## config.mk

```make
export PLATFORM = sky130hd
export DESIGN_NAME = stereo_gain_ms_soft_ceiling_top
export DESIGN_NICKNAME = d
export VERILOG_FILES = /design/src/rtl/sgms_pkg.sv /design/src/rtl/stereo_gain_ms_soft_ceiling_top.sv
export VERILOG_INCLUDE_DIRS = /design/src /design/src/rtl
export SDC_FILE = /design/constraint.sdc
export NUM_CORES = 2
export LEC_CHECK = 0
export CAP_MARGIN = 20
export CORE_MARGIN = 8
export CORE_UTILIZATION = 35
export CTS_CLUSTER_DIAMETER = 60
export CTS_CLUSTER_SIZE = 40
export DETAILED_ROUTE_END_ITERATION = 6
export DONT_BUFFER_PORTS = 1
export HOLD_SLACK_MARGIN = 0.12
export PLACE_DENSITY = 0.59
export SYNTH_ARGS = -nofsm -noshare
export SYNTH_HDL_FRONTEND = slang
export SYNTH_SLANG_ARGS = --single-unit
```

## constraint.sdc

```tcl
create_clock -name i_clk -period 12.58 [get_ports i_clk]
set_input_delay 1.258 -clock i_clk [delete_from_list [all_inputs] [get_ports i_clk]]
set_output_delay 1.258 -clock i_clk [all_outputs]
set_load 0.01 [all_outputs]
```

## src/rtl/assert_macros.svh

```systemverilog
// ----------------------------------------------------------------------------
// assert_macros.svh
// Assertion macros for the stereo gain block; empty when synthesizing.
// ----------------------------------------------------------------------------
`ifndef ASSERT_MACROS_SVH
`define ASSERT_MACROS_SVH

`ifndef SYNTHESIS
// consequent must hold in the same cycle as the antecedent
`define SGMS_ASSERT_NOW(lbl, ante, cons, msg) \
    lbl: assert property (@(posedge i_clk) disable iff (!i_rst_n) (ante) |-> (cons)) \
        else $error(msg);
// consequent must hold in the cycle after the antecedent
`define SGMS_ASSERT_NEXT(lbl, ante, cons, msg) \
    lbl: assert property (@(posedge i_clk) disable iff (!i_rst_n) (ante) |=> (cons)) \
        else $error(msg);
`else
`define SGMS_ASSERT_NOW(lbl, ante, cons, msg)
`define SGMS_ASSERT_NEXT(lbl, ante, cons, msg)
`endif

`endif

```

## src/rtl/sgms_pkg.sv

```systemverilog
// ----------------------------------------------------------------------------
// sgms_pkg
// Constants, register indexes and sequencer states of the stereo gain block.
// ----------------------------------------------------------------------------
package sgms_pkg;

    localparam int SAMPLE_BITS_DEF = 24;

    // configuration port
    localparam int CFG_IW = 3;
    localparam int CFG_DW = 25;

    localparam logic [CFG_IW-1:0] REG_IN_TRIM  = 3'd0;
    localparam logic [CFG_IW-1:0] REG_MAIN     = 3'd1;
    localparam logic [CFG_IW-1:0] REG_OUT_TRIM = 3'd2;
    localparam logic [CFG_IW-1:0] REG_WIDTH    = 3'd3;
    localparam logic [CFG_IW-1:0] REG_CEILING  = 3'd4;
    localparam logic [CFG_IW-1:0] REG_COEF     = 3'd5;
    localparam logic [CFG_IW-1:0] REG_MODE     = 3'd6;

    // register reset values
    localparam int RST_IN_TRIM  = 4174470;
    localparam int RST_MAIN     = 2035176;
    localparam int RST_OUT_TRIM = 4174470;
    localparam int RST_WIDTH    = 32768;
    localparam int RST_CEILING  = 64553;
    localparam int RST_COEF     = 69614;
    localparam int RST_MODE     = 2;

    // smoother and limits
    localparam int GAIN_ONE     = 1048576;
    localparam int CEIL_RESET   = 62259;
    localparam int WIDTH_MAX    = 65536;
    localparam int CEIL_MIN     = 45875;
    localparam int CEIL_MAX     = 65536;
    localparam int COEF_MAX     = 16777216;
    localparam int PEAK_RELEASE = 2013;
    localparam int TANH_LIMIT   = 8 << 20;
    localparam int TANH_27      = 27 << 20;

    // mode flag bits
    localparam int MODE_BYPASS   = 0;
    localparam int MODE_LINK     = 1;
    localparam int MODE_INV_L    = 2;
    localparam int MODE_INV_R    = 3;
    localparam int MODE_MONO_IN  = 4;
    localparam int MODE_MONO_OUT = 5;

    // shared unit widths: multiplier operand, divider dividend and divisor
    localparam int MUL_BW = 25;
    localparam int DIV_DW = 52;
    localparam int DIV_VW = 30;

    typedef enum logic [13:0] {
        S_IDLE   = 14'b00000000000001,
        S_SMOOTH = 14'b00000000000010,
        S_POL    = 14'b00000000000100,
        S_TRIM   = 14'b00000000001000,
        S_MS     = 14'b00000000010000,
        S_MAIN   = 14'b00000000100000,
        S_OUTG   = 14'b00000001000000,
        S_CDIV   = 14'b00000010000000,
        S_CU2    = 14'b00000100000000,
        S_CNUM   = 14'b00001000000000,
        S_CTDIV  = 14'b00010000000000,
        S_CY     = 14'b00100000000000,
        S_PEAK   = 14'b01000000000000,
        S_OUTP   = 14'b10000000000000
    } t_state;

endpackage

```

## src/rtl/stereo_gain_ms_soft_ceiling_top.sv

```systemverilog
// ----------------------------------------------------------------------------
// stereo_gain_ms_soft_ceiling_top
// Stereo gain stage with mid/side width, soft ceiling and peak meters.
// ----------------------------------------------------------------------------
// One stereo frame is taken per item and processed by a small sequencer around
// one shared bit-serial multiplier (one multiplier bit per cycle, stopping as
// soon as the remaining bits are zero) and one restoring divider (one quotient
// bit per cycle over a 52-bit dividend). A frame runs 5 smoother updates,
// input trim, mid/side, main gain, output trim, then per channel two divisions
// and four multiplications for the ceiling and meter. The time per item is
// set mostly by the two divisions per channel and the bit lengths of the
// gains and of the smoothing coefficient. In bypass only the smoothers run,
// for a time that depends on the smoothing coefficient. The input stalls
// while a frame is in flight; a finished item waits in the output register
// while the next frame is taken.
// Configuration writes take effect immediately and must be made while idle.
// ----------------------------------------------------------------------------
`include "assert_macros.svh"

module stereo_gain_ms_soft_ceiling_top #(
    parameter int SAMPLE_BITS = sgms_pkg::SAMPLE_BITS_DEF
) (
    input  logic                              i_clk,
    input  logic                              i_rst_n,
    // input items
    input  logic                              i_in_valid,
    output logic                              o_in_stall,
    input  logic signed [SAMPLE_BITS-1:0]     i_left_sample,
    input  logic signed [SAMPLE_BITS-1:0]     i_right_sample,
    // result items
    output logic                              o_out_valid,
    input  logic                              i_out_stall,
    output logic signed [SAMPLE_BITS-1:0]     o_left_out,
    output logic signed [SAMPLE_BITS-1:0]     o_right_out,
    output logic        [SAMPLE_BITS-2:0]     o_peak_left,
    output logic        [SAMPLE_BITS-2:0]     o_peak_right,
    // configuration
    input  logic                              i_cfg_we,
    input  logic [sgms_pkg::CFG_IW-1:0]       i_cfg_index,
    input  logic [sgms_pkg::CFG_DW-1:0]       i_cfg_data
);

    localparam int SB  = SAMPLE_BITS;
    localparam int BW  = sgms_pkg::MUL_BW;
    localparam int AW  = (SB + 8 > 30) ? SB + 8 : 30;
    localparam int PW  = AW + BW;
    localparam int XW  = SB + 12;
    localparam int DW  = sgms_pkg::DIV_DW;
    localparam int VW  = sgms_pkg::DIV_VW;
    localparam int DCW = $clog2(DW + 1);
    localparam int SHU = 37 - SB;

    localparam logic signed [PW-1:0] K19    = PW'(1) << 19;
    localparam logic signed [PW-1:0] K16    = PW'(1) << 16;
    localparam logic signed [PW-1:0] K23    = PW'(1) << 23;
    localparam logic signed [PW-1:0] KSH    = PW'(1) << (SHU - 1);
    localparam logic signed [PW-1:0] LIM_P  = PW'(1) << (SB + 6);
    localparam logic signed [PW-1:0] LIM_N  = -LIM_P;
    localparam logic signed [PW-1:0] SMAX_P = (PW'(1) << (SB - 1)) - PW'(1);
    localparam logic signed [PW-1:0] SMIN_P = -SMAX_P - PW'(1);
    localparam logic signed [SB-1:0] SMIN_S = {1'b1, {(SB-1){1'b0}}};
    localparam logic signed [SB-1:0] SMAX_S = {1'b0, {(SB-1){1'b1}}};
    localparam logic [DW-1:0]        U_LIM  = DW'(sgms_pkg::TANH_LIMIT);

    // saturating negate of one sample
    function automatic logic signed [SB-1:0] neg_sat(input logic signed [SB-1:0] v);
        return (v == SMIN_S) ? SMAX_S : -v;
    endfunction

    // configuration registers
    logic [23:0] r_cfg_in, r_cfg_main, r_cfg_out;
    logic [16:0] r_cfg_width, r_cfg_ceil;
    logic [24:0] r_cfg_coef;
    logic [5:0]  r_cfg_mode;

    // smoothers and meters
    logic [23:0] r_s_in, n_s_in, r_s_main, n_s_main, r_s_out, n_s_out;
    logic [16:0] r_s_width, n_s_width, r_s_ceil, n_s_ceil;
    logic [SB-2:0] r_pkl, n_pkl, r_pkr, n_pkr;

    // sequencer
    sgms_pkg::t_state r_state, n_state;
    logic        r_pend, n_pend;
    logic        r_ch, n_ch;
    logic [2:0]  r_k, n_k;

    // frame working registers
    logic signed [SB-1:0] r_inl, n_inl, r_inr, n_inr;
    logic signed [SB-1:0] r_yl, n_yl, r_yr, n_yr;
    logic signed [XW-1:0] r_xl, n_xl, r_xr, n_xr;
    logic [23:0] r_umag, n_umag;
    logic        r_uneg, n_uneg;
    logic [26:0] r_u2, n_u2;
    logic [DW-1:0] r_num, n_num;
    logic [23:0] r_tmag, n_tmag;

    // output register
    logic                 r_ovalid, n_ovalid;
    logic signed [SB-1:0] r_ol, n_ol, r_or, n_or;
    logic [SB-2:0]        r_opl, n_opl, r_opr, n_opr;

    // shared multiplier
    logic signed [PW-1:0] r_macc, r_mcd;
    logic [BW-1:0]        r_mplr;
    logic                 m_go;
    logic signed [AW-1:0] m_a;
    logic [BW-1:0]        m_b;

    // shared divider
    logic [DW-1:0]  r_dq;
    logic [VW-1:0]  r_drem, r_dvs;
    logic [DCW-1:0] r_dcnt;
    logic           d_go;
    logic [DW-1:0]  d_dvd;
    logic [VW-1:0]  d_dvs;
    logic [VW:0]    d_trial;
    logic           d_fit;

    logic u_done;

    // effective targets
    logic [24:0] coef_e;
    logic [16:0] width_e, ceil_e;
    logic inv_l, inv_r;

    assign coef_e  = (r_cfg_coef > 25'(sgms_pkg::COEF_MAX)) ? 25'(sgms_pkg::COEF_MAX)
                                                            : r_cfg_coef;
    assign width_e = (r_cfg_width > 17'(sgms_pkg::WIDTH_MAX)) ? 17'(sgms_pkg::WIDTH_MAX)
                                                              : r_cfg_width;
    assign ceil_e  = (r_cfg_ceil < 17'(sgms_pkg::CEIL_MIN)) ? 17'(sgms_pkg::CEIL_MIN) :
                     (r_cfg_ceil > 17'(sgms_pkg::CEIL_MAX)) ? 17'(sgms_pkg::CEIL_MAX) :
                     r_cfg_ceil;
    assign inv_l   = r_cfg_mode[sgms_pkg::MODE_INV_L];
    assign inv_r   = r_cfg_mode[sgms_pkg::MODE_LINK] ? inv_l
                                                     : r_cfg_mode[sgms_pkg::MODE_INV_R];

    assign u_done  = r_pend && (r_mplr == '0) && (r_dcnt == '0);

    // smoother selection by index
    logic [24:0] sm_tgt, sm_cur;
    logic signed [25:0] sm_d;
    logic signed [PW-1:0] sm_new;

    always_comb begin
        case (r_k)
            3'd0: begin sm_tgt = {1'b0, r_cfg_in};     sm_cur = {1'b0, r_s_in};     end
            3'd1: begin sm_tgt = {1'b0, r_cfg_main};   sm_cur = {1'b0, r_s_main};   end
            3'd2: begin sm_tgt = {1'b0, r_cfg_out};    sm_cur = {1'b0, r_s_out};    end
            3'd3: begin sm_tgt = {8'd0, width_e};      sm_cur = {8'd0, r_s_width};  end
            default: begin sm_tgt = {8'd0, ceil_e};    sm_cur = {8'd0, r_s_ceil};   end
        endcase
    end

    assign sm_d   = $signed({1'b0, sm_tgt}) - $signed({1'b0, sm_cur});
    assign sm_new = PW'($signed({1'b0, sm_cur})) + ((r_macc + K23) >>> 24);

    // product post-processing
    logic signed [PW-1:0] p_r20, p_main, p_rsh, p_y, ms_sum, ms_side;
    assign p_r20   = (r_macc + K19) >>> 20;
    assign p_main  = (p_r20 > LIM_P) ? LIM_P : ((p_r20 < LIM_N) ? LIM_N : p_r20);
    assign p_rsh   = (r_macc + KSH) >>> SHU;
    assign p_y     = (p_rsh > SMAX_P) ? SMAX_P : ((p_rsh < SMIN_P) ? SMIN_P : p_rsh);
    assign ms_sum  = (PW'(r_xl) + PW'(r_xr)) <<< 16;
    assign ms_side = r_macc <<< 1;

    // channel selection
    logic signed [XW-1:0] x_sel;
    logic [XW-1:0] x_mag;
    logic signed [SB-1:0] y_sel, y_abs, pl, pr;
    logic [SB-2:0] pk_a, pk_cur, pk_new;
    logic signed [SB:0] pk_d;
    logic signed [24:0] t_s;
    logic [DW-1:0] q_clamp;

    assign x_sel  = r_ch ? r_xr : r_xl;
    assign x_mag  = x_sel[XW-1] ? XW'(-x_sel) : XW'(x_sel);
    assign y_sel  = r_ch ? r_yr : r_yl;
    assign y_abs  = y_sel[SB-1] ? -y_sel : y_sel;
    assign pk_a   = y_abs[SB-1] ? {(SB-1){1'b1}} : y_abs[SB-2:0];
    assign pk_cur = r_ch ? r_pkr : r_pkl;
    assign pk_d   = $signed({1'b0, pk_a}) - $signed({1'b0, pk_cur});
    assign pk_new = (pk_a > pk_cur) ? pk_a
                  : (SB-1)'(PW'($signed({1'b0, pk_cur})) + (r_macc >>> 24));
    assign t_s    = r_uneg ? -$signed({1'b0, r_tmag}) : $signed({1'b0, r_tmag});
    assign q_clamp = (r_dq > U_LIM) ? U_LIM : r_dq;
    assign pl     = inv_l ? neg_sat(r_inl) : r_inl;
    assign pr     = inv_r ? neg_sat(r_inr) : r_inr;

    // mono output mix
    logic signed [SB:0] mono_sum;
    assign mono_sum = $signed({r_yl[SB-1], r_yl}) + $signed({r_yr[SB-1], r_yr});

    // divider trial subtract
    assign d_trial = {r_drem, r_dq[DW-1]};
    assign d_fit   = d_trial >= {1'b0, r_dvs};

    // sequencer
    always_comb begin
        n_state = r_state;  n_pend = r_pend;  n_ch = r_ch;  n_k = r_k;
        n_s_in = r_s_in;  n_s_main = r_s_main;  n_s_out = r_s_out;
        n_s_width = r_s_width;  n_s_ceil = r_s_ceil;
        n_pkl = r_pkl;  n_pkr = r_pkr;
        n_inl = r_inl;  n_inr = r_inr;  n_yl = r_yl;  n_yr = r_yr;
        n_xl = r_xl;  n_xr = r_xr;
        n_umag = r_umag;  n_uneg = r_uneg;  n_u2 = r_u2;
        n_num = r_num;  n_tmag = r_tmag;
        n_ovalid = r_ovalid && i_out_stall;
        n_ol = r_ol;  n_or = r_or;  n_opl = r_opl;  n_opr = r_opr;
        m_go = 1'b0;  m_a = '0;  m_b = '0;
        d_go = 1'b0;  d_dvd = '0;  d_dvs = '0;

        case (r_state)
            sgms_pkg::S_IDLE: begin
                if (i_in_valid) begin
                    n_inl   = i_left_sample;
                    n_inr   = r_cfg_mode[sgms_pkg::MODE_MONO_IN] ? i_left_sample
                                                                 : i_right_sample;
                    n_k     = 3'd0;
                    n_state = sgms_pkg::S_SMOOTH;
                end
            end
            // five one-pole smoothers, one after another
            sgms_pkg::S_SMOOTH: begin
                if (!r_pend) begin
                    m_go = 1'b1;  m_a = AW'(sm_d);  m_b = coef_e;  n_pend = 1'b1;
                end else if (u_done) begin
                    n_pend = 1'b0;
                    case (r_k)
                        3'd0:    n_s_in    = sm_new[23:0];
                        3'd1:    n_s_main  = sm_new[23:0];
                        3'd2:    n_s_out   = sm_new[23:0];
                        3'd3:    n_s_width = sm_new[16:0];
                        default: n_s_ceil  = sm_new[16:0];
                    endcase
                    if (r_k == 3'd4) n_state = sgms_pkg::S_POL;
                    else             n_k = r_k + 3'd1;
                end
            end
            // polarity, bypass branch
            sgms_pkg::S_POL: begin
                n_yl = pl;  n_yr = pr;
                n_xl = XW'(pl);  n_xr = XW'(pr);
                n_ch = 1'b0;
                n_state = r_cfg_mode[sgms_pkg::MODE_BYPASS] ? sgms_pkg::S_OUTP
                                                            : sgms_pkg::S_TRIM;
            end
            sgms_pkg::S_TRIM, sgms_pkg::S_MAIN, sgms_pkg::S_OUTG: begin
                if (!r_pend) begin
                    m_go = 1'b1;  m_a = AW'(x_sel);  n_pend = 1'b1;
                    m_b = (r_state == sgms_pkg::S_TRIM) ? BW'(r_s_in) :
                          (r_state == sgms_pkg::S_MAIN) ? BW'(r_s_main) : BW'(r_s_out);
                end else if (u_done) begin
                    n_pend = 1'b0;
                    if (r_ch) n_xr = XW'((r_state == sgms_pkg::S_MAIN) ? p_main : p_r20);
                    else      n_xl = XW'((r_state == sgms_pkg::S_MAIN) ? p_main : p_r20);
                    n_ch = !r_ch;
                    if (r_ch) begin
                        n_state = (r_state == sgms_pkg::S_TRIM) ? sgms_pkg::S_MS :
                                  (r_state == sgms_pkg::S_MAIN) ? sgms_pkg::S_OUTG :
                                  sgms_pkg::S_CDIV;
                    end
                end
            end
            // mid/side width: one side product serves both channels
            sgms_pkg::S_MS: begin
                if (!r_pend) begin
                    m_go = 1'b1;  m_a = AW'(r_xl - r_xr);  m_b = BW'(r_s_width);
                    n_pend = 1'b1;
                end else if (u_done) begin
                    n_pend  = 1'b0;
                    n_xl    = XW'((ms_sum + ms_side + K16) >>> 17);
                    n_xr    = XW'((ms_sum - ms_side + K16) >>> 17);
                    n_state = sgms_pkg::S_MAIN;
                end
            end
            // u = x / c, clamped
            sgms_pkg::S_CDIV: begin
                if (!r_pend) begin
                    d_go = 1'b1;  d_dvd = DW'(x_mag) << SHU;  d_dvs = VW'(r_s_ceil);
                    n_pend = 1'b1;
                end else if (u_done) begin
                    n_pend  = 1'b0;
                    n_umag  = q_clamp[23:0];
                    n_uneg  = x_sel[XW-1];
                    n_state = sgms_pkg::S_CU2;
                end
            end
            sgms_pkg::S_CU2: begin
                if (!r_pend) begin
                    m_go = 1'b1;  m_a = AW'($signed({1'b0, r_umag}));  m_b = BW'(r_umag);
                    n_pend = 1'b1;
                end else if (u_done) begin
                    n_pend  = 1'b0;
                    n_u2    = 27'(r_macc >>> 20);
                    n_state = sgms_pkg::S_CNUM;
                end
            end
            sgms_pkg::S_CNUM: begin
                if (!r_pend) begin
                    m_go = 1'b1;
                    m_a  = AW'($signed({1'b0, 28'(sgms_pkg::TANH_27) + 28'(r_u2)}));
                    m_b  = BW'(r_umag);
                    n_pend = 1'b1;
                end else if (u_done) begin
                    n_pend  = 1'b0;
                    n_num   = DW'(r_macc);
                    n_state = sgms_pkg::S_CTDIV;
                end
            end
            // t = num / (27 + 9 u^2)
            sgms_pkg::S_CTDIV: begin
                if (!r_pend) begin
                    d_go  = 1'b1;  d_dvd = r_num;
                    d_dvs = VW'(sgms_pkg::TANH_27) + VW'({r_u2, 3'b000}) + VW'(r_u2);
                    n_pend = 1'b1;
                end else if (u_done) begin
                    n_pend  = 1'b0;
                    n_tmag  = r_dq[23:0];
                    n_state = sgms_pkg::S_CY;
                end
            end
            // y = t * c, saturated
            sgms_pkg::S_CY: begin
                if (!r_pend) begin
                    m_go = 1'b1;  m_a = AW'(t_s);  m_b = BW'(r_s_ceil);  n_pend = 1'b1;
                end else if (u_done) begin
                    n_pend = 1'b0;
                    if (r_ch) n_yr = SB'(p_y);
                    else      n_yl = SB'(p_y);
                    n_state = sgms_pkg::S_PEAK;
                end
            end
            // peak meter: instant attack, slow release
            sgms_pkg::S_PEAK: begin
                if (!r_pend) begin
                    m_go = 1'b1;  m_a = AW'(pk_d);
                    m_b = BW'(sgms_pkg::PEAK_RELEASE);  n_pend = 1'b1;
                end else if (u_done) begin
                    n_pend = 1'b0;
                    if (r_ch) n_pkr = pk_new;
                    else      n_pkl = pk_new;
                    n_ch    = !r_ch;
                    n_state = r_ch ? sgms_pkg::S_OUTP : sgms_pkg::S_CDIV;
                end
            end
            // hand the item to the output register once it is free
            sgms_pkg::S_OUTP: begin
                if (!r_ovalid || !i_out_stall) begin
                    n_ovalid = 1'b1;
                    if (r_cfg_mode[sgms_pkg::MODE_MONO_OUT]) begin
                        n_ol = SB'(mono_sum >>> 1);
                        n_or = '0;
                    end else begin
                        n_ol = r_yl;
                        n_or = r_yr;
                    end
                    n_opl   = r_pkl;
                    n_opr   = r_pkr;
                    n_state = sgms_pkg::S_IDLE;
                end
            end
            default: n_state = sgms_pkg::S_IDLE;
        endcase
    end

    // registers
    always_ff @(posedge i_clk) begin
        if (!i_rst_n) begin
            r_cfg_in    <= 24'(sgms_pkg::RST_IN_TRIM);
            r_cfg_main  <= 24'(sgms_pkg::RST_MAIN);
            r_cfg_out   <= 24'(sgms_pkg::RST_OUT_TRIM);
            r_cfg_width <= 17'(sgms_pkg::RST_WIDTH);
            r_cfg_ceil  <= 17'(sgms_pkg::RST_CEILING);
            r_cfg_coef  <= 25'(sgms_pkg::RST_COEF);
            r_cfg_mode  <= 6'(sgms_pkg::RST_MODE);
            r_s_in      <= 24'(sgms_pkg::GAIN_ONE);
            r_s_main    <= 24'(sgms_pkg::GAIN_ONE);
            r_s_out     <= 24'(sgms_pkg::GAIN_ONE);
            r_s_width   <= '0;
            r_s_ceil    <= 17'(sgms_pkg::CEIL_RESET);
            r_pkl       <= '0;
            r_pkr       <= '0;
            r_state     <= sgms_pkg::S_IDLE;
            r_pend      <= 1'b0;
            r_ch        <= 1'b0;
            r_k         <= '0;
            r_ovalid    <= 1'b0;
            r_mplr      <= '0;
            r_dcnt      <= '0;
        end else begin
            if (i_cfg_we) begin
                case (i_cfg_index)
                    sgms_pkg::REG_IN_TRIM:  r_cfg_in    <= i_cfg_data[23:0];
                    sgms_pkg::REG_MAIN:     r_cfg_main  <= i_cfg_data[23:0];
                    sgms_pkg::REG_OUT_TRIM: r_cfg_out   <= i_cfg_data[23:0];
                    sgms_pkg::REG_WIDTH:    r_cfg_width <= i_cfg_data[16:0];
                    sgms_pkg::REG_CEILING:  r_cfg_ceil  <= i_cfg_data[16:0];
                    sgms_pkg::REG_COEF:     r_cfg_coef  <= i_cfg_data[24:0];
                    sgms_pkg::REG_MODE:     r_cfg_mode  <= i_cfg_data[5:0];
                    default: ;
                endcase
            end
            r_s_in    <= n_s_in;
            r_s_main  <= n_s_main;
            r_s_out   <= n_s_out;
            r_s_width <= n_s_width;
            r_s_ceil  <= n_s_ceil;
            r_pkl     <= n_pkl;
            r_pkr     <= n_pkr;
            r_state   <= n_state;
            r_pend    <= n_pend;
            r_ch      <= n_ch;
            r_k       <= n_k;
            r_ovalid  <= n_ovalid;

            // shift-add multiplier, exits when no multiplier bits remain
            if (m_go) begin
                r_macc <= '0;
                r_mcd  <= PW'(m_a);
                r_mplr <= m_b;
            end else if (r_mplr != '0) begin
                if (r_mplr[0]) r_macc <= r_macc + r_mcd;
                r_mcd  <= r_mcd <<< 1;
                r_mplr <= r_mplr >> 1;
            end

            // restoring divider, one quotient bit per cycle
            if (d_go) begin
                r_dq   <= d_dvd;
                r_dvs  <= d_dvs;
                r_drem <= '0;
                r_dcnt <= DCW'(DW);
            end else if (r_dcnt != '0) begin
                r_drem <= d_fit ? VW'(d_trial - {1'b0, r_dvs}) : d_trial[VW-1:0];
                r_dq   <= {r_dq[DW-2:0], d_fit};
                r_dcnt <= r_dcnt - DCW'(1);
            end
        end
    end

    // frame and output payload
    always_ff @(posedge i_clk) begin
        r_inl  <= n_inl;
        r_inr  <= n_inr;
        r_yl   <= n_yl;
        r_yr   <= n_yr;
        r_xl   <= n_xl;
        r_xr   <= n_xr;
        r_umag <= n_umag;
        r_uneg <= n_uneg;
        r_u2   <= n_u2;
        r_num  <= n_num;
        r_tmag <= n_tmag;
        r_ol   <= n_ol;
        r_or   <= n_or;
        r_opl  <= n_opl;
        r_opr  <= n_opr;
    end

    assign o_in_stall   = (r_state != sgms_pkg::S_IDLE);
    assign o_out_valid  = r_ovalid;
    assign o_left_out   = r_ol;
    assign o_right_out  = r_or;
    assign o_peak_left  = r_opl;
    assign o_peak_right = r_opr;

    // checks
    `SGMS_ASSERT_NEXT(a_accept_starts, (i_in_valid && !o_in_stall), (r_state == sgms_pkg::S_SMOOTH), "accepted item did not start the smoothers")
    `SGMS_ASSERT_NOW(a_units_exclusive, (r_mplr != '0), (r_pend && (r_dcnt == '0)), "multiplier running without a pending operation or alongside the divider")
    `SGMS_ASSERT_NEXT(a_result_loaded, ((r_state == sgms_pkg::S_OUTP) && (!r_ovalid || !i_out_stall)), (o_out_valid && (r_state == sgms_pkg::S_IDLE)), "finished item not loaded into the output register")

endmodule
```

=== After elaboration in Yosys (flattened, before gate mapping) ===
Cells that the tools add are included.

* Bitwise logic cells: 3
* Muxes and demuxes: 123
* Add/sub/neg operators: 26
* $lt $le $gt $ge: 11
* Reduce and logical (&&, ||, !) cells: 59
* Eq/ne operators: 55

{| class="wikitable"
|+ Operator list
! operator !! number
|-
| 2-to-1 mux 36 bit || 15
|-
| 2-to-1 mux 24 bit || 21
|-
| 2-to-1 mux 14 bit || 24
|-
| 2-to-1 mux 57 bit || 4
|-
| one-hot mux 32 bit (7 select lines) || 1
|-
| one-hot mux 36 bit (3 select lines) || 2
|-
| one-hot mux 24 bit (4 select lines) || 2
|-
| one-hot mux 14 bit (12 select lines) || 1
|-
| 2-to-1 mux 32 bit || 5
|-
| 2-to-1 mux 52 bit || 3
|-
| one-hot mux 25 bit (6 select lines) || 1
|-
| 2-to-1 mux 25 bit || 5
|-
| adder 53 x 18 -> 53 bit, second input constant || 2
|-
| one-hot mux 52 bit (2 select lines) || 1
|-
| 2-to-1 mux 17 bit || 6
|-
| one-hot mux 24 bit (2 select lines) || 2
|-
| 2-to-1 mux 30 bit || 3
|-
| negator 24 bit || 3
|-
| 2-to-1 mux 23 bit || 3
|-
| one-hot mux 30 bit (2 select lines) || 1
|-
| adder 57 x 14 -> 57 bit, second input constant || 1
|-
| adder 57 x 21 -> 57 bit, second input constant || 1
|-
| adder 57 bit || 1
|-
| adder 53 bit || 1
|-
| 79 further kinds || 168
|}

* Bits in registers: 956
* Output and inout bits: 96
* Bits of input ports: 81
* Logic and storage cells: 319

=== Logic depth before layout (Yosys ltp) ===
* Word-level depth: 9
* Gate-level depth with buffers: 30
* Gate-level depth less buffers: 26

=== Worst setup path before layout ===
Ideal clock, no wire load.

* Path kind: register -> register
* Start: register r_state[3]
* End: register r_ol[0] (netlist: o_left_out[0]), enable pin
* Arrival time: 6.120 ns
* Cell stages (with the launch flop): 5
* Clock period less this slack: 6.697 ns
* Data required time: 12.003 ns
* Library setup time: 0.577 ns
* Slack: 5.883 ns
* Buffers on the path: 0
* Cell sequence: dfxtp_1 -> or4_1 -> nor4b_4 -> nand4b_1 -> a21oi_1

* Cells in the longest elaborated chain, start to end: 2

{| class="wikitable"
|+ RTL lines
! what !! line !! source
|-
| start, declared || stereo_gain_ms_soft_ceiling_top.sv:82 || <nowiki>sgms_pkg::t_state r_state, n_state;</nowiki>
|-
| start signal, assigned || stereo_gain_ms_soft_ceiling_top.sv:383 || <nowiki>r_state <= sgms_pkg::S_IDLE;</nowiki>
|-
| start signal, assigned || stereo_gain_ms_soft_ceiling_top.sv:410 || <nowiki>r_state <= n_state;</nowiki>
|-
| == test 14 bit || stereo_gain_ms_soft_ceiling_top.sv:212 || <nowiki>case (r_state)</nowiki>
|-
| AND reduction 2 bit (no source line) || -- ||
|-
| end signal, assigned || stereo_gain_ms_soft_ceiling_top.sv:454 || <nowiki>r_ol <= n_ol;</nowiki>
|-
| end, declared || stereo_gain_ms_soft_ceiling_top.sv:99 || <nowiki>logic signed [SB-1:0] r_ol, n_ol, r_or, n_or;</nowiki>
|}

No other way between the ends.
A chain may end at the register's enable or synchronous reset.

=== Worst setup path after layout ===
* Start: register r_ch
* End: register r_mcd[43] (data pin)

* Cells in the longest elaborated chain, start to end: 8
* Elaborated cells on any way between the ends: 11
* Classes of those cells: add/sub (2); mux (9)

{| class="wikitable"
|+ RTL lines
! what !! line !! source
|-
| start, declared || stereo_gain_ms_soft_ceiling_top.sv:84 || <nowiki>logic r_ch, n_ch;</nowiki>
|-
| start signal, assigned || stereo_gain_ms_soft_ceiling_top.sv:412 || <nowiki>r_ch <= n_ch;</nowiki>
|-
| 2-to-1 mux 24 bit || stereo_gain_ms_soft_ceiling_top.sv:177 || <nowiki>assign y_sel = r_ch ? r_yr : r_yl;</nowiki>
|-
| negator 24 bit || stereo_gain_ms_soft_ceiling_top.sv:178 || <nowiki>assign y_abs = y_sel[SB-1] ? -y_sel : y_sel;</nowiki>
|-
| 2-to-1 mux 24 bit || stereo_gain_ms_soft_ceiling_top.sv:178 ||
|-
| 2-to-1 mux 23 bit || stereo_gain_ms_soft_ceiling_top.sv:179 || <nowiki>assign pk_a = y_abs[SB-1] ? {(SB-1){1'b1}} : y_abs[SB-2:0];</nowiki>
|-
| subtractor 23 x 23 -> 24 bit || stereo_gain_ms_soft_ceiling_top.sv:181 || <nowiki>assign pk_d = $signed({1'b0, pk_a}) - $signed({1'b0, pk_cur});</nowiki>
|-
| 2-to-1 mux 32 bit || stereo_gain_ms_soft_ceiling_top.sv:335 || <nowiki>if (!r_pend) begin</nowiki>
|-
| one-hot mux 32 bit (7 select lines) * || stereo_gain_ms_soft_ceiling_top.sv:212 ||
|-
| 2-to-1 mux 57 bit * || stereo_gain_ms_soft_ceiling_top.sv:417 || <nowiki>if (m_go) begin</nowiki>
|-
| end signal, assigned || stereo_gain_ms_soft_ceiling_top.sv:419 || <nowiki>r_mcd <= PW'(m_a);</nowiki>
|-
| end signal, assigned || stereo_gain_ms_soft_ceiling_top.sv:423 || <nowiki>r_mcd <= r_mcd <<< 1;</nowiki>
|-
| end, declared || stereo_gain_ms_soft_ceiling_top.sv:103 || <nowiki>logic signed [PW-1:0] r_macc, r_mcd;</nowiki>
|}

Mark *: on every way between the ends. The rest lies on a longest branch, timed or not.

==> results.py <==
metrics = {
    "clocking": {
        "cts_tree": "built",
        "ctsHoldBuffers": 0,
        "cts_resized": 0,
        "cts.root.buffer_cell": "clkbuf_16",
        "numCtsBuffers": 92,
        "clkLatencyLatePin_ns": 0.78,
        "clock_path_buffers": 3,
        "cts.clk_slew.worst_paths_ns": 0.09,
        "cts_max_level": 3,
        "clock-sinks": 956,
        "cts_setup_buffers": 0,
    },
    "grt": {
        "grt_max_degree": 195,
        "grtUsageMet2_pct": 37.5,
        "grt_pass1_wl_um": 369000,
        "use_met3_pct": 4.74,
        "grt_pass1_vias": 53500,
        "overflow": 0,
        "grt_antenna_before_repair": 12,
        "grtUsageTotal_pct": 24.5,
        "busiest_layer": "met2",
        "grt_use_met1_pct": 32.1,
    },
    "setup_path": {
        "end_kind": "register",
        "start_kind": "register",
        "cp.required_ns": 13.07,
        "cp_max_fo": 36,
        "cp.arrival_ns": 7.87,
        "path_class": "register to register",
    },
    "layout": {
        "fin_area_um2": 71800,
        "n_fill_cell": 18500,
        "syn2layout_area_growth_pct": 10.2,
        "final_nets": 7785,
        "drive_gt1_share_pct": 6.57,
    },
    "detailed_routing": {
        "viasPerCell": 5.91,
        "postRouteAntennaNets": 0,
        "avgRoutedWirePerCell_um": 26.4,
        "wirelength_um": 258000,
        "drc_errors": 0,
        "drt_iter0_drc": 6967,
        "vias": 57800,
        "drtPass1Iterations": 6,
    },
    "logic_synthesis": {
        "synth.distinct_cells": 107,
        "ys.flop_type": "edfxtp_1",
        "ys.warnings.count": 0,
        "synth-edff-count": 616,
        "synth_nets": 7916,
        "ys_ff_latch": 956,
        "synth_cells": 7343,
        "seq_area_frac_synth_pct": 38.8,
        "synth_area_per_cell_um2": 8.88,
        "async_reset_ff_share_pct": 0,
        "netlist_area_um2": 65200,
    },
    "sta": {
        "fin_ws_ns": 5.20,
        "tightest_slew_ns": 1.29,
        "rsz0062_at_grt": "no",
        "period_needed_ns": 7.38,
        "fmaxAchievable_mhz": 136,
        "finalHoldViolations": 0,
        "drv_slew": 0,
        "period_share_pct": 58.7,
        "clock_skew_ns": 0.0650,
        "fin_setup_tns_ns": 0,
        "slew_headroom_pct": 14.2,
        "finalSetupViolCount": 0,
    },
    "worst_hold_path": {
        "hp-class": "register to register",
    },
    "placed_design": {
        "pre_cts_ws_ns": 5.28,
        "port_buffers": 0,
        "gp_congestion": 1.02,
        "place_hpwl_um": 198000,
        "placed_area_um2": 68000,
    },
    "pwr": {
        "clkPwrFrac_pct": 31.2,
        "p_sw_w": 0.00380,
        "p_leak_nw": 27.5,
        "pwr-share-comb_pct": 29.4,
        "switching_share_pct": 36.2,
        "power_frac_seq_pct": 39.3,
        "power.internal_w": 0.00668,
        "p_per_area_nw_per_um2": 146,
        "vdd_drop_max_mv": 0.117,
    },
    "floorplanning": {
        "initial_core_util_pct": 35.2,
        "coreArea_um2": 185000,
        "io_pins": 177,
        "die_width_um": 448,
        "core.rowCount": 158,
        "die_h_um": 448,
        "die-area_um2": 200000,
    },
    "status": {
        "outcome": "completed",
    },
    "job": {
        "drv_cap": 0,
    },
}
## synth_stat cells, types with 30 or more instances
library cell  count  area [um^2]
a211oi_1         70          526
a21o_1          152         1140
a21oi_1         633         3170
a221oi_1         38          333
a22o_1           37          324
a22oi_1         146         1100
a31oi_1          64          400
and2_1           33          206
and3_1           71          444
buf_2            39          195
clkbuf_1        290         1090
dfxtp_1         340         6810
edfxtp_1        616        18500
ha_1            481         6020
inv_1           357         1340
mux2_2           56          631
mux2i_1          93          931
nand2_1         936         3510
nand2b_1         88          551
nand3_1         225         1130
nand4_1          75          469
nor2_1          575         2160
nor2b_1          82          513
nor3_1          134          671
nor4_1           64          400
o211ai_1         86          646
o21a_1           66          495
o21ai_0         362         1810
o21bai_1         60          450
o22ai_1          30          188
o31ai_1          42          315
or3_1            38          238
xnor2_1         369         3230
xor2_1          150         1310
## kinds of logic (layout without fill, tap and decap cells)
group           Yosys count  in the layout  synth area share (%)
buf+inv                 721            670                  4.33
xor+xnor                520            520                  7.01
mux                     151            151                  2.45
fa+ha+maj               492            492                  9.57
other cells               0              8                     0
compound gates         2045           2045                  20.3
simple gates           2458           2458                  17.5
flops                   956            956                  38.8
## flip-flops by register name (all words and copies together), names as in the netlist, 25 cells and up
signal / count
r_dvs: 30
r_u2: 27
r_num: 52
r_mcd: 57
r_xr: 36
r_macc: 57
r_mplr: 25
r_xl: 36
r_cfg_coef: 25
r_dq: 52
r_drem: 30
## power by group through the flow
stage / clock [W] / sequential, W / combinational [W]
4_1_cts: 0.00332 / 0.00411 / 0.00304
3_3_place_gp: 0 / 0.00418 / 0.00299
3_5_place_dp: 0 / 0.00418 / 0.00302
5_1_grt: 0.00343 / 0.00414 / 0.00338
6_report: 0.00327 / 0.00412 / 0.00309
2_1_floorplan: 0 / 0.00405 / 0.00219
## layout by cell type, fill, tap and decap left out, drive strengths merged, types with 40 or more instances in the layout
master,instances
nand2,938
a21oi,635
edfxtp,616
nor2,575
ha,481
inv,396
o21ai,376
xnor2,369
dfxtp,340
nand3,226
a21o,152
xor2,150
a22oi,146
nor3,139
buf,130
clkbuf,102
mux2i,95
nand2b,88
o211ai,86
nor2b,82
nand4,76
and3,71
a211oi,70
nor4,70
o21a,66
a31oi,64
o21bai,60
mux2,56
o31ai,42
or3,40
## area by class of cell
| class | count | area (um^2) | area share, % |
|---|---|---|---|
| Multi-Input combinational cell | 5666 | 37300 | 51.9 |
| Sequential cell | 956 | 25300 | 35.2 |
| Tap cell | 2480 | 3100 | 4.32 |
| Clock buffer | 102 | 2440 | 3.40 |
| Inverter | 366 | 1380 | 1.92 |
| Clock inverter | 72 | 1180 | 1.64 |
| Timing Repair Buffer | 130 | 1100 | 1.53 |
| Antenna cell | 8 | 20.0 | 0.0279 |
## layer usage
metal	up-vias	part of all wire, %	wire length, um
li1	26500	-	-
met1	27800	40	104000
met2	2925	43	112000
met3	618	9.3	24000
met4	2	6.9	17700
met5	-	0.0050	13
## worst max-delay path, cell delays in order, from the launching register on
cell and delay (ns):
dfxtp_4 0.58, mux2i_1 0.41, o221ai_1 0.31, nor4_1 0.50, and3_1 0.30, nand2_1 0.11
or4_1 1.03, o211ai_1 0.45, ha_1 0.22, nor2b_1 0.14, o21a_1 0.13, o21ai_0 0.11
a21oi_1 0.30, a31oi_1 0.18, o21ai_0 0.52, a211oi_1 0.37, a31oi_1 0.32, nand2_1 0.25
a2111oi_4 0.38, buf_4 0.38, nand2_1 0.10
## final timing paths
check | startpoint | endpoint | slack (ns) | cells after the start
setup / recovery | r_ch$_SDFFE_PN0P_ | r_mcd[43]$_DFFE_PP_ | 5.20 | 20
hold / removal | r_pkr[10]$_SDFFE_PN0P_ | o_peak_right[10]$_DFFE_PP_ | 0.41 | 0
setup reg to reg | r_ch$_SDFFE_PN0P_ | r_mcd[43]$_DFFE_PP_ | 5.20 | 20
hold reg to reg | r_pkr[10]$_SDFFE_PN0P_ | o_peak_right[10]$_DFFE_PP_ | 0.41 | 0
## metrics by stage
step	instances	utilization [%]	power, W	hold WS (ns)
3_3_place_gp	9585	36.7	0.00717	0.441
2_1_floorplan	7343	-	0.00625	0.424
5_1_grt	9773	38.8	0.0110	0.440
6_report	9780	38.8	0.0105	0.411
4_1_cts	9763	38.7	0.0105	0.428
3_5_place_dp	9589	36.7	0.00720	0.446
Power figures use the tool's default switching activity.
